`config.mk`:
```
export PLATFORM = sky130hd
export DESIGN_NAME = terminal_key_sequence_decoder
export DESIGN_NICKNAME = d
export VERILOG_FILES = /design/src/design/tksd_pkg.sv /design/src/design/tksd_decode.sv /design/src/design/terminal_key_sequence_decoder.sv
export SDC_FILE = /design/constraint.sdc
export NUM_CORES = 1
export LEC_CHECK = 0
export ABC_AREA = 1
export BUFFER_PORTS_ARGS = -buffer_cell sky130_fd_sc_hd__buf_2
export CAP_MARGIN = 30
export CORE_MARGIN = 5
export CORE_UTILIZATION = 40
export CTS_BUF_LIST = sky130_fd_sc_hd__clkbuf_4
export DETAILED_ROUTE_END_ITERATION = 8
export HOLD_SLACK_MARGIN = 0.02
export PLACE_DENSITY = 0.56
export SLEW_MARGIN = 30
export SYNTH_ARGS = -nofsm -noshare
export SYNTH_HDL_FRONTEND = slang
export SYNTH_SLANG_ARGS = --single-unit
```
`constraint.sdc`:
```
create_clock -name clk -period 2.6 [get_ports clk]
set_clock_uncertainty 0.15 [all_clocks]
set_input_delay 0.52 -clock clk [delete_from_list [all_inputs] [get_ports clk]]
set_output_delay 0.52 -clock clk [all_outputs]
set_load 0.01 [all_outputs]
```
`src/design/tksd_pkg.sv`:
```
`default_nettype none
// ----------------------------------------------------------------------------
// tksd_pkg: terminal key sequence decoder package
// Parse modes, key codes and the plain-byte key table shared by the decoder.
// ----------------------------------------------------------------------------
package tksd_pkg;

	typedef logic [5:0] key_t;

	typedef enum logic [5:0] {
		MODE_IDLE    = 6'b000001,
		MODE_ESC     = 6'b000010,
		MODE_ESC_O   = 6'b000100,
		MODE_ESC_BR  = 6'b001000,
		MODE_ESC_BR1 = 6'b010000,
		MODE_SKIP    = 6'b100000
	} mode_t;

	typedef struct packed {
		logic  emit;
		key_t  key;
		mode_t mode;
		key_t  held;
	} step_t;

	localparam key_t K_UNKNOWN  = 6'd0;
	localparam key_t K_ENTER    = 6'd1;
	localparam key_t K_SPACE    = 6'd2;
	localparam key_t K_TAB      = 6'd3;
	localparam key_t K_COMMA    = 6'd4;
	localparam key_t K_PERIOD   = 6'd5;
	localparam key_t K_BACK     = 6'd6;
	localparam key_t K_DELETE   = 6'd7;
	localparam key_t K_ESC      = 6'd8;
	localparam key_t K_HOME     = 6'd9;
	localparam key_t K_END      = 6'd10;
	localparam key_t K_F1       = 6'd11;
	localparam key_t K_INSERT   = 6'd15;
	localparam key_t K_PGUP     = 6'd16;
	localparam key_t K_PGDN     = 6'd17;
	localparam key_t K_UP       = 6'd18;
	localparam key_t K_F5       = 6'd22;
	localparam key_t K_DIGIT0   = 6'd26;
	localparam key_t K_LETTER_A = 6'd36;

	localparam logic [7:0] B_TAB    = 8'd9;
	localparam logic [7:0] B_LF     = 8'd10;
	localparam logic [7:0] B_ESC    = 8'd27;
	localparam logic [7:0] B_SPACE  = 8'd32;
	localparam logic [7:0] B_COMMA  = 8'd44;
	localparam logic [7:0] B_PERIOD = 8'd46;
	localparam logic [7:0] B_ZERO   = 8'd48;
	localparam logic [7:0] B_ONE    = 8'd49;
	localparam logic [7:0] B_TWO    = 8'd50;
	localparam logic [7:0] B_THREE  = 8'd51;
	localparam logic [7:0] B_FIVE   = 8'd53;
	localparam logic [7:0] B_SIX    = 8'd54;
	localparam logic [7:0] B_SEVEN  = 8'd55;
	localparam logic [7:0] B_NINE   = 8'd57;
	localparam logic [7:0] B_UC_A   = 8'd65;
	localparam logic [7:0] B_UC_D   = 8'd68;
	localparam logic [7:0] B_UC_F   = 8'd70;
	localparam logic [7:0] B_UC_H   = 8'd72;
	localparam logic [7:0] B_UC_O   = 8'd79;
	localparam logic [7:0] B_UC_P   = 8'd80;
	localparam logic [7:0] B_UC_S   = 8'd83;
	localparam logic [7:0] B_UC_Z   = 8'd90;
	localparam logic [7:0] B_LBRACK = 8'd91;
	localparam logic [7:0] B_LC_A   = 8'd97;
	localparam logic [7:0] B_LC_Z   = 8'd122;
	localparam logic [7:0] B_TILDE  = 8'd126;
	localparam logic [7:0] B_DEL    = 8'd127;

	function automatic key_t offset_key(input key_t base, input logic [7:0] b,
			input logic [7:0] first);
		logic [7:0] diff;
		diff = b - first;
		return base + diff[5:0];
	endfunction

	function automatic key_t plain_key(input logic [7:0] b);
		key_t k;
		k = K_UNKNOWN;
		priority if (b == B_LF) k = K_ENTER;
		else if (b == B_SPACE) k = K_SPACE;
		else if (b == B_TAB) k = K_TAB;
		else if (b == B_COMMA) k = K_COMMA;
		else if (b == B_PERIOD) k = K_PERIOD;
		else if (b == B_DEL) k = K_BACK;
		else if (b == B_TILDE) k = K_DELETE;
		else if (b >= B_ZERO && b <= B_NINE) k = offset_key(K_DIGIT0, b, B_ZERO);
		else if (b >= B_UC_A && b <= B_UC_Z) k = offset_key(K_LETTER_A, b, B_UC_A);
		else if (b >= B_LC_A && b <= B_LC_Z) k = offset_key(K_LETTER_A, b, B_LC_A);
		else k = K_UNKNOWN;
		return k;
	endfunction

endpackage
`default_nettype wire

```
`src/design/tksd_decode.sv`:
```
`default_nettype none
// ----------------------------------------------------------------------------
// tksd_decode: one parse step
// Maps the current parse mode, held key and one byte to the next mode, the
// next held key and an optional key code.
// ----------------------------------------------------------------------------
module tksd_decode import tksd_pkg::*; (
	input  wire mode_t       mode,
	input  wire key_t        held,
	input  wire logic [7:0]  byte_in,
	input  wire logic        more_pending,
	output step_t            step
);

	always_comb begin
		step.emit = 1'b1;
		step.key  = K_UNKNOWN;
		step.mode = MODE_IDLE;
		step.held = held;
		unique case (mode)
			MODE_ESC: begin
				if (byte_in == B_UC_O) begin
					step.emit = 1'b0;
					step.mode = MODE_ESC_O;
				end else if (byte_in == B_LBRACK) begin
					step.emit = 1'b0;
					step.mode = MODE_ESC_BR;
				end
			end
			MODE_ESC_O: begin
				priority if (byte_in == B_UC_H) step.key = K_HOME;
				else if (byte_in == B_UC_F) step.key = K_END;
				else if (byte_in >= B_UC_P && byte_in <= B_UC_S)
					step.key = offset_key(K_F1, byte_in, B_UC_P);
				else step.key = K_UNKNOWN;
			end
			MODE_ESC_BR: begin
				priority if (byte_in == B_TWO) begin
					step.emit = 1'b0;
					step.held = K_INSERT;
					step.mode = MODE_SKIP;
				end else if (byte_in == B_THREE) begin
					step.emit = 1'b0;
					step.held = K_DELETE;
					step.mode = MODE_SKIP;
				end else if (byte_in == B_FIVE) begin
					step.emit = 1'b0;
					step.held = K_PGUP;
					step.mode = MODE_SKIP;
				end else if (byte_in == B_SIX) begin
					step.emit = 1'b0;
					step.held = K_PGDN;
					step.mode = MODE_SKIP;
				end else if (byte_in == B_ONE) begin
					step.emit = 1'b0;
					step.mode = MODE_ESC_BR1;
				end else if (byte_in >= B_UC_A && byte_in <= B_UC_D) begin
					step.key = offset_key(K_UP, byte_in, B_UC_A);
				end else begin
					step.key = K_UNKNOWN;
				end
			end
			MODE_ESC_BR1: begin
				if (byte_in == B_FIVE) begin
					step.emit = 1'b0;
					step.held = K_F5;
					step.mode = MODE_SKIP;
				end else if (byte_in >= B_SEVEN && byte_in <= B_NINE) begin
					step.emit = 1'b0;
					step.held = offset_key(K_F5 + 6'd1, byte_in, B_SEVEN);
					step.mode = MODE_SKIP;
				end
			end
			MODE_SKIP: begin
				step.key = held;
			end
			default: begin
				if (byte_in == B_ESC) begin
					if (more_pending) begin
						step.emit = 1'b0;
						step.mode = MODE_ESC;
					end else begin
						step.key = K_ESC;
					end
				end else begin
					step.key = plain_key(byte_in);
				end
			end
		endcase
	end

endmodule
`default_nettype wire

```
`src/design/terminal_key_sequence_decoder.sv`:
```
`default_nettype none
// ----------------------------------------------------------------------------
// terminal_key_sequence_decoder: VT100/xterm key decoder
// Turns a stream of terminal bytes into dense key codes.
// ----------------------------------------------------------------------------
// One byte is taken per cycle on the input channel while the key side does not
// stall, and lands in an input register; it is then decoded against the parse
// state and, when a key is complete, loads the output register. A stalled key
// side holds the full input register and stalls the byte side. Bytes that
// continue an escape sequence give no output beat. more_pending is looked at
// only for an ESC byte outside a sequence: high starts a sequence, low reports
// Esc.
// ----------------------------------------------------------------------------
module terminal_key_sequence_decoder import tksd_pkg::*; (
	input  wire logic        clk,
	input  wire logic        arst_n,
	input  wire logic        in_valid,
	output logic             in_stall,
	input  wire logic [7:0]  byte_in,
	input  wire logic        more_pending,
	output logic             out_valid,
	input  wire logic        out_stall,
	output logic [5:0]       key_code
);

	logic       valid_s1;
	logic [7:0] byte_s1;
	logic       pend_s1;
	mode_t      mode_q;
	key_t       held_q;
	logic       out_valid_q;
	key_t       key_q;
	logic       advance;
	step_t      step;

	assign advance   = !out_valid_q || !out_stall;
	assign in_stall  = valid_s1 && !advance;
	assign out_valid = out_valid_q;
	assign key_code  = key_q;

	tksd_decode u_decode (
		.mode         (mode_q),
		.held         (held_q),
		.byte_in      (byte_s1),
		.more_pending (pend_s1),
		.step         (step)
	);

	always_ff @(posedge clk or negedge arst_n) begin
		if (!arst_n) begin
			valid_s1 <= 1'b0;
		end else if (!in_stall) begin
			valid_s1 <= in_valid;
		end
	end

	always_ff @(posedge clk) begin
		if (!in_stall && in_valid) begin
			byte_s1 <= byte_in;
			pend_s1 <= more_pending;
		end
	end

	always_ff @(posedge clk or negedge arst_n) begin
		if (!arst_n) begin
			mode_q      <= MODE_IDLE;
			held_q      <= K_UNKNOWN;
			out_valid_q <= 1'b0;
		end else if (advance) begin
			out_valid_q <= valid_s1 && step.emit;
			if (valid_s1) begin
				mode_q <= step.mode;
				held_q <= step.held;
			end
		end
	end

	always_ff @(posedge clk) begin
		if (advance && valid_s1 && step.emit) begin
			key_q <= step.key;
		end
	end

endmodule
`default_nettype wire

```
* After elaboration in Yosys (flattened, before gate mapping)
Index checks and enable logic that the tools add are counted.
W data, S select, Z words.
** Word-level totals
- Bits in registers :: 29
- Input port bits :: 13
- Output and inout port bits :: 8
- Word-level logic and storage cells :: 121
** Cells by class
- Equality and inequality tests :: 24
- Reduce and logical (&&, ||, !) cells :: 21
- Magnitude comparators :: 10
- Muxes and demuxes :: 48
- Add/sub/neg operators :: 11
** Operators with widths (count)
- $mux W6 :: 23
- $eq A8 B6 Y1 const B :: 8
- $mux W12 :: 5
- $eq A8 B7 Y1 const B :: 6
- $pmux W6 S4 :: 2
- $le A8 B7 Y1 const B :: 4
- $ge A8 B7 Y1 const B :: 3
- $add A5 B6 Y6 const A :: 3
- $sub A6 B6 Y6 const B :: 3
- $eq A8 B4 Y1 const B :: 2
- $ge A8 B6 Y1 const B :: 2
- $add A6 B6 Y6 const A :: 2
- $pmux W6 S2 :: 1
- $logic_and A1 B1 Y1 :: 11
- $mux W1 :: 11
- $eq A8 B5 Y1 const B :: 1
- $le A8 B6 Y1 const B :: 1
- $mux W4 :: 2
- $add A4 B6 Y6 const A :: 1
- $eq A6 B2 Y1 const B :: 1
- $eq A6 B3 Y1 const B :: 1
- $eq A6 B4 Y1 const B :: 1
- $eq A6 B5 Y1 const B :: 1
- $eq A6 B6 Y1 const B :: 1
- 13 further kinds :: 18

* Logic depth before layout (Yosys ltp)
- Word-level depth :: 14
- Gate-level depth with buffers :: 15
- Depth with buffers taken out :: 14

* Modules after synthesis
A second synthesis with hierarchy kept.
** Second synthesis, totals
- Cells, all modules :: 368
- Area total of the unflattened synthesis :: 2625.0 sq um
** By module, submodules not included
- tksd_decode :: seq. area each 0.0 sq um, area each 1599.0 sq um, instances 1, cells each 289
- terminal_key_sequence_decoder :: seq. area each 802.0 sq um, area each 1026.0 sq um, instances 1, cells each 79

* Worst setup path after synthesis
Ideal clock, no wire load.
- Path kind :: register to register
- Start point :: register byte_s1[0]
- End point :: register key_q[4] (netlist: key_code[4]), data pin
- Data required time :: 2.194 ns
- Path buffers :: 0
- Clock period less this slack :: 2.268 ns
- Arrival time :: 1.861 ns
- Setup time :: 0.256 ns
- Stages on the path, launching flop included :: 11
- Slack :: 0.332 ns
- Cells stage by stage :: edfxtp_1 inv_1 ha_1 xor2_1 ha_1 xor2_1 nand2_1 o211ai_1 o21ai_1 nand2_1 nand2_1
** RTL lines
- from (decl) :: RTL line terminal_key_sequence_decoder.sv:27 : logic [7:0] byte_s1;
- from (signal assigned) :: RTL line terminal_key_sequence_decoder.sv:59 : byte_s1 <= byte_in;
- to (signal assigned) :: RTL line terminal_key_sequence_decoder.sv:80 : key_q <= step.key;
- to (decl) :: RTL line terminal_key_sequence_decoder.sv:32 : key_t key_q;

* Worst setup path after layout
- Start point :: register byte_s1[0]
- End point :: register key_q[3] (netlist: key_code[3]) (enable)
** On the way
- Word-level cells in the longest chain between the ends :: 8
- Elaborated cells between the ends (all ways) :: 23
- Those cells by class :: order compare (2); eq/ne (8); mux (11); reduce/logical (2)
** RTL lines
- $eq A8 B6 Y1 :: RTL line tksd_decode.sv:54 : end else if (byte_in == B_ONE) begin
- $mux W1 :: RTL line tksd_decode.sv:54
- $mux W1 :: RTL line tksd_decode.sv:50 : end else if (byte_in == B_SIX) begin
- $mux W1 :: RTL line tksd_decode.sv:46 : end else if (byte_in == B_FIVE) begin
- $mux W1 :: RTL line tksd_decode.sv:42 : end else if (byte_in == B_THREE) begin
- $mux W1 :: RTL line tksd_decode.sv:38 : priority if (byte_in == B_TWO) begin
- $pmux W1 S4 * :: RTL line tksd_decode.sv:20 : unique case (mode)
- $logic_and A1 B1 Y1 * :: RTL line terminal_key_sequence_decoder.sv:79 : if (advance && valid_s1 && step.emit) begin
Every way passes the cells marked *; elsewhere a longest branch is shown, timed or not.
A chain may end at the register's enable or synchronous reset.

==> impl_metrics.env <==
export IMPL_status="completed"
export IMPL_clkPwrFrac_pct=17.7
export IMPL_clk_path_buf_depth=2
export IMPL_syn_area_um2=2390
export IMPL_seqPwrFrac_pct=42.3
export IMPL_clk_root_buffer_cell="clkbuf_4"
export IMPL_synth_seq_cells=29
export IMPL_synth_edff_count=15
export IMPL_track_usage_pct=18.0
export IMPL_area_delta_synth_final_pct=13.3
export IMPL_grt_pass1_vias=2189
export IMPL_overflow=0
export IMPL_worstPathCellList="buf_4, ha_1, nand3_2, o211ai_2, nor2_4, nand2_1, o2111ai_1, nand2_1, inv_2"
export IMPL_coreArea_um2=5850
export IMPL_r2r_cells=9
export IMPL_worst_pin_slew_ns=0.420
export IMPL_dpl_cell_area_um2=2630
export IMPL_r2r_end="key_code[3]"
export IMPL_worstPathArrival_ns=2.29
export IMPL_worstHoldPathCells=1
export IMPL_viasPerCell=5.22
export IMPL_period_share_pct=92.3
export IMPL_final_hold_violation_count=0
export IMPL_ys_seq_area_share_pct=33.6
export IMPL_cts_tree="yes"
export IMPL_p_int_uw=949
export IMPL_cts_num_sinks=29
export IMPL_diodes=0
export IMPL_grt_pass1_wl_um=10600
export IMPL_fin_tns_setup_ns=0
export IMPL_gp_congestion=0.926
export IMPL_dp_hpwl_um=5180
export IMPL_path_common_cell="nand2_1"
export IMPL_slowest_stage="edfxtp_1"
export IMPL_ys_types=42
export IMPL_syn_nets=350
export IMPL_drc_errors=0
export IMPL_io_buffer_count=20
export IMPL_yosys_top_cells_area="edfxtp_1 (19%), dfrtp_1 (14%), nand2_1 (12%)"
export IMPL_rsz0062_at_grt="false"
export IMPL_cts_buffers=5
export IMPL_synthCells=325
export IMPL_critPathLaunchType="flip-flop"
export IMPL_multi_input_area_um2=1390
export IMPL_fin_nets=385
export IMPL_post_cts_buffers=0
export IMPL_slowest_delay_ns=0.47
export IMPL_clk_pin_slew_ns=0.11
export IMPL_synth_avg_cell_area_um2=7.35
export IMPL_hold_class="in -> reg"
export IMPL_fillerInstances=620
export IMPL_ys_flop_type="edfxtp_1"
export IMPL_grt_max_degree=15
export IMPL_die_h_um=87.3
export IMPL_ys_async_sr_fraction_pct=48.3
export IMPL_final_cell_mix="nand2_1 (77), nor2_1 (42), inv_1 (38), nand3_1 (22), buf_2 (20)"
export IMPL_h_tree_depth=2
export IMPL_postLayoutCoreUtil_pct=46.3
export IMPL_mostFrequentLayoutCell="nand2_1"
export IMPL_switching_share_pct=40.1
export IMPL_required_ns=2.49
export IMPL_cp_depth=9
export IMPL_peakVddDrop_v=0.000314
export IMPL_vias=2276
export IMPL_power_switching_uw=636
export IMPL_fmax_ghz=0.417
export IMPL_holdCritStartpoint="byte_in[4]"
export IMPL_maxSlewHeadroom_pct=71.9
export IMPL_totalWireLength_um=6280
export IMPL_first_iter_violations=137
export IMPL_setup_violations_final=0
export IMPL_crit_family="simple AND/OR/NAND/NOR gates"
export IMPL_register_area_um2=802
export IMPL_grt_antenna_before_repair=0
export IMPL_fp_row_count=28
export IMPL_wire_per_inst_um=14.4
export IMPL_start_util_pct=40.8
export IMPL_die_x_um=87.3
export IMPL_yosysWarnings=0
export IMPL_die_area_um2=7620
export IMPL_final_cells=436
export IMPL_first_pass_iters=4
export IMPL_drive_gt1_share_pct=19.9
export IMPL_hold_end="byte_s1[4]"
export IMPL_finalMaxSlewViolations=0
export IMPL_pin_count=21
export IMPL_yosys_area_top_type="edfxtp_1"
export IMPL_r2r_slack_ns=0.20
export IMPL_post_place_cells=427
export IMPL_r2r_start="byte_s1[0]"
export IMPL_power_frac_comb_pct=40.0
export IMPL_clk_latency_ns=0.34
export IMPL_crit_type="reg -> reg"
export IMPL_finalCriticalPeriod_ns=2.40
export IMPL_crit_path_max_fanout=6
export IMPL_max_cap_viol_count=0
export IMPL_stdcell_area_um2=2710
export IMPL_yosysTopAreaCellShare_pct=18.9
export IMPL_cp_end_kind="flip-flop"
export IMPL_power_density_nw_per_um2=586
export IMPL_antenna_left=0
export IMPL_p_leak_nw=1.30
export IMPL_worst_path_buf_inv=2
[cell usage after synthesis (2+ instances only)]
cell and n:
nand2_1 77, nor2_1 42, inv_1 39, nand3_1 22, edfxtp_1 15, a21oi_1 14, dfrtp_1 13, ha_1 12
xor2_1 10, inv_2 7, nand2_2 7, nand4_1 6, o21ai_0 6, o211ai_1 5, a31oi_1 4, nor2_2 4
nor3_1 4, o21ai_1 4, buf_4 3, nand3_2 3, o22ai_1 3, nand2_4 2, nor2_8 2, o2111ai_1 2
xnor2_1 2
[worst max path at each step]
stage | end | startpoint
after floorplan | key_code[4] | byte_s1[0]
after global placement | key_code[4] | byte_s1[0]
after detailed placement | key_code[4] | byte_s1[0]
after CTS | key_code[4] | byte_s1[0]
after global routing | key_code[5] | byte_s1[0]
final | key_code[3] | byte_s1[0]
[power by group through the flow]
stage | Sequential, mW | Combinational, mW | Clock (mW)
5_1_grt | 0.684 | 0.721 | 0.314
6_report | 0.670 | 0.633 | 0.281
4_1_cts | 0.673 | 0.628 | 0.290
3_3_place_gp | 0.682 | 0.623 | 0
2_1_floorplan | 0.691 | 0.411 | 0
3_5_place_dp | 0.683 | 0.624 | 0
[metrics by stage]
step	hold WS [ns]	worst slack [ns]	total power [mW]
after floorplan	0.0744	0.332	1.10
after global placement	0.282	0.182	1.31
after detailed placement	0.287	0.117	1.31
after CTS	0.184	0.111	1.59
after global routing	0.177	0.0202	1.72
final	0.195	0.200	1.58
[area by class of cell]
class                      instances  area share [%]
clock buffer                       6            1.66
clock inverter                     2           0.370
inverter                          46            6.38
multi-input combinational        246            51.4
sequential                        29            29.6
tap                               75            3.47
timing repair buffer              32            7.12
[per-layer routing]
| metal | global-route usage, % | wire length (µm) |
|---|---|---|
| met3 | 3.60 | 367 |
| met2 | 29.7 | 3010 |
| met1 | 23.5 | 2770 |
| met4 | 6.14 | 130 |
| met5 | 0 | 0 |
[cells by family (layout without fill, tap and decap cells)]
kind of cell,after synthesis,after routing,synth area share (%)
AOI/OAI and AO/OA,47,47,12.4
xor gates and xnor gates,12,12,4.40
DFF,29,29,33.6
and+or+nand+nor,175,175,34.7
buffers and inverters,50,86,8.64
adders and majority gates,12,12,6.29
[registers in the layout, indices dropped and copies added, names as in the netlist]
register and count:
byte_s1 8, held_q 6, key_code 6, mode_q 6, out_valid 1, pend_s1 1
valid_s1 1
[repair_timing]
action | in CTS | in global routing
hold buffers | 1 | 0
hold endpoints to repair | 13 | 0
resized for setup | 0 | 3
endpoints found under the setup margin | 0 | 9
Note: power is estimated with default switching activity, not from simulation.
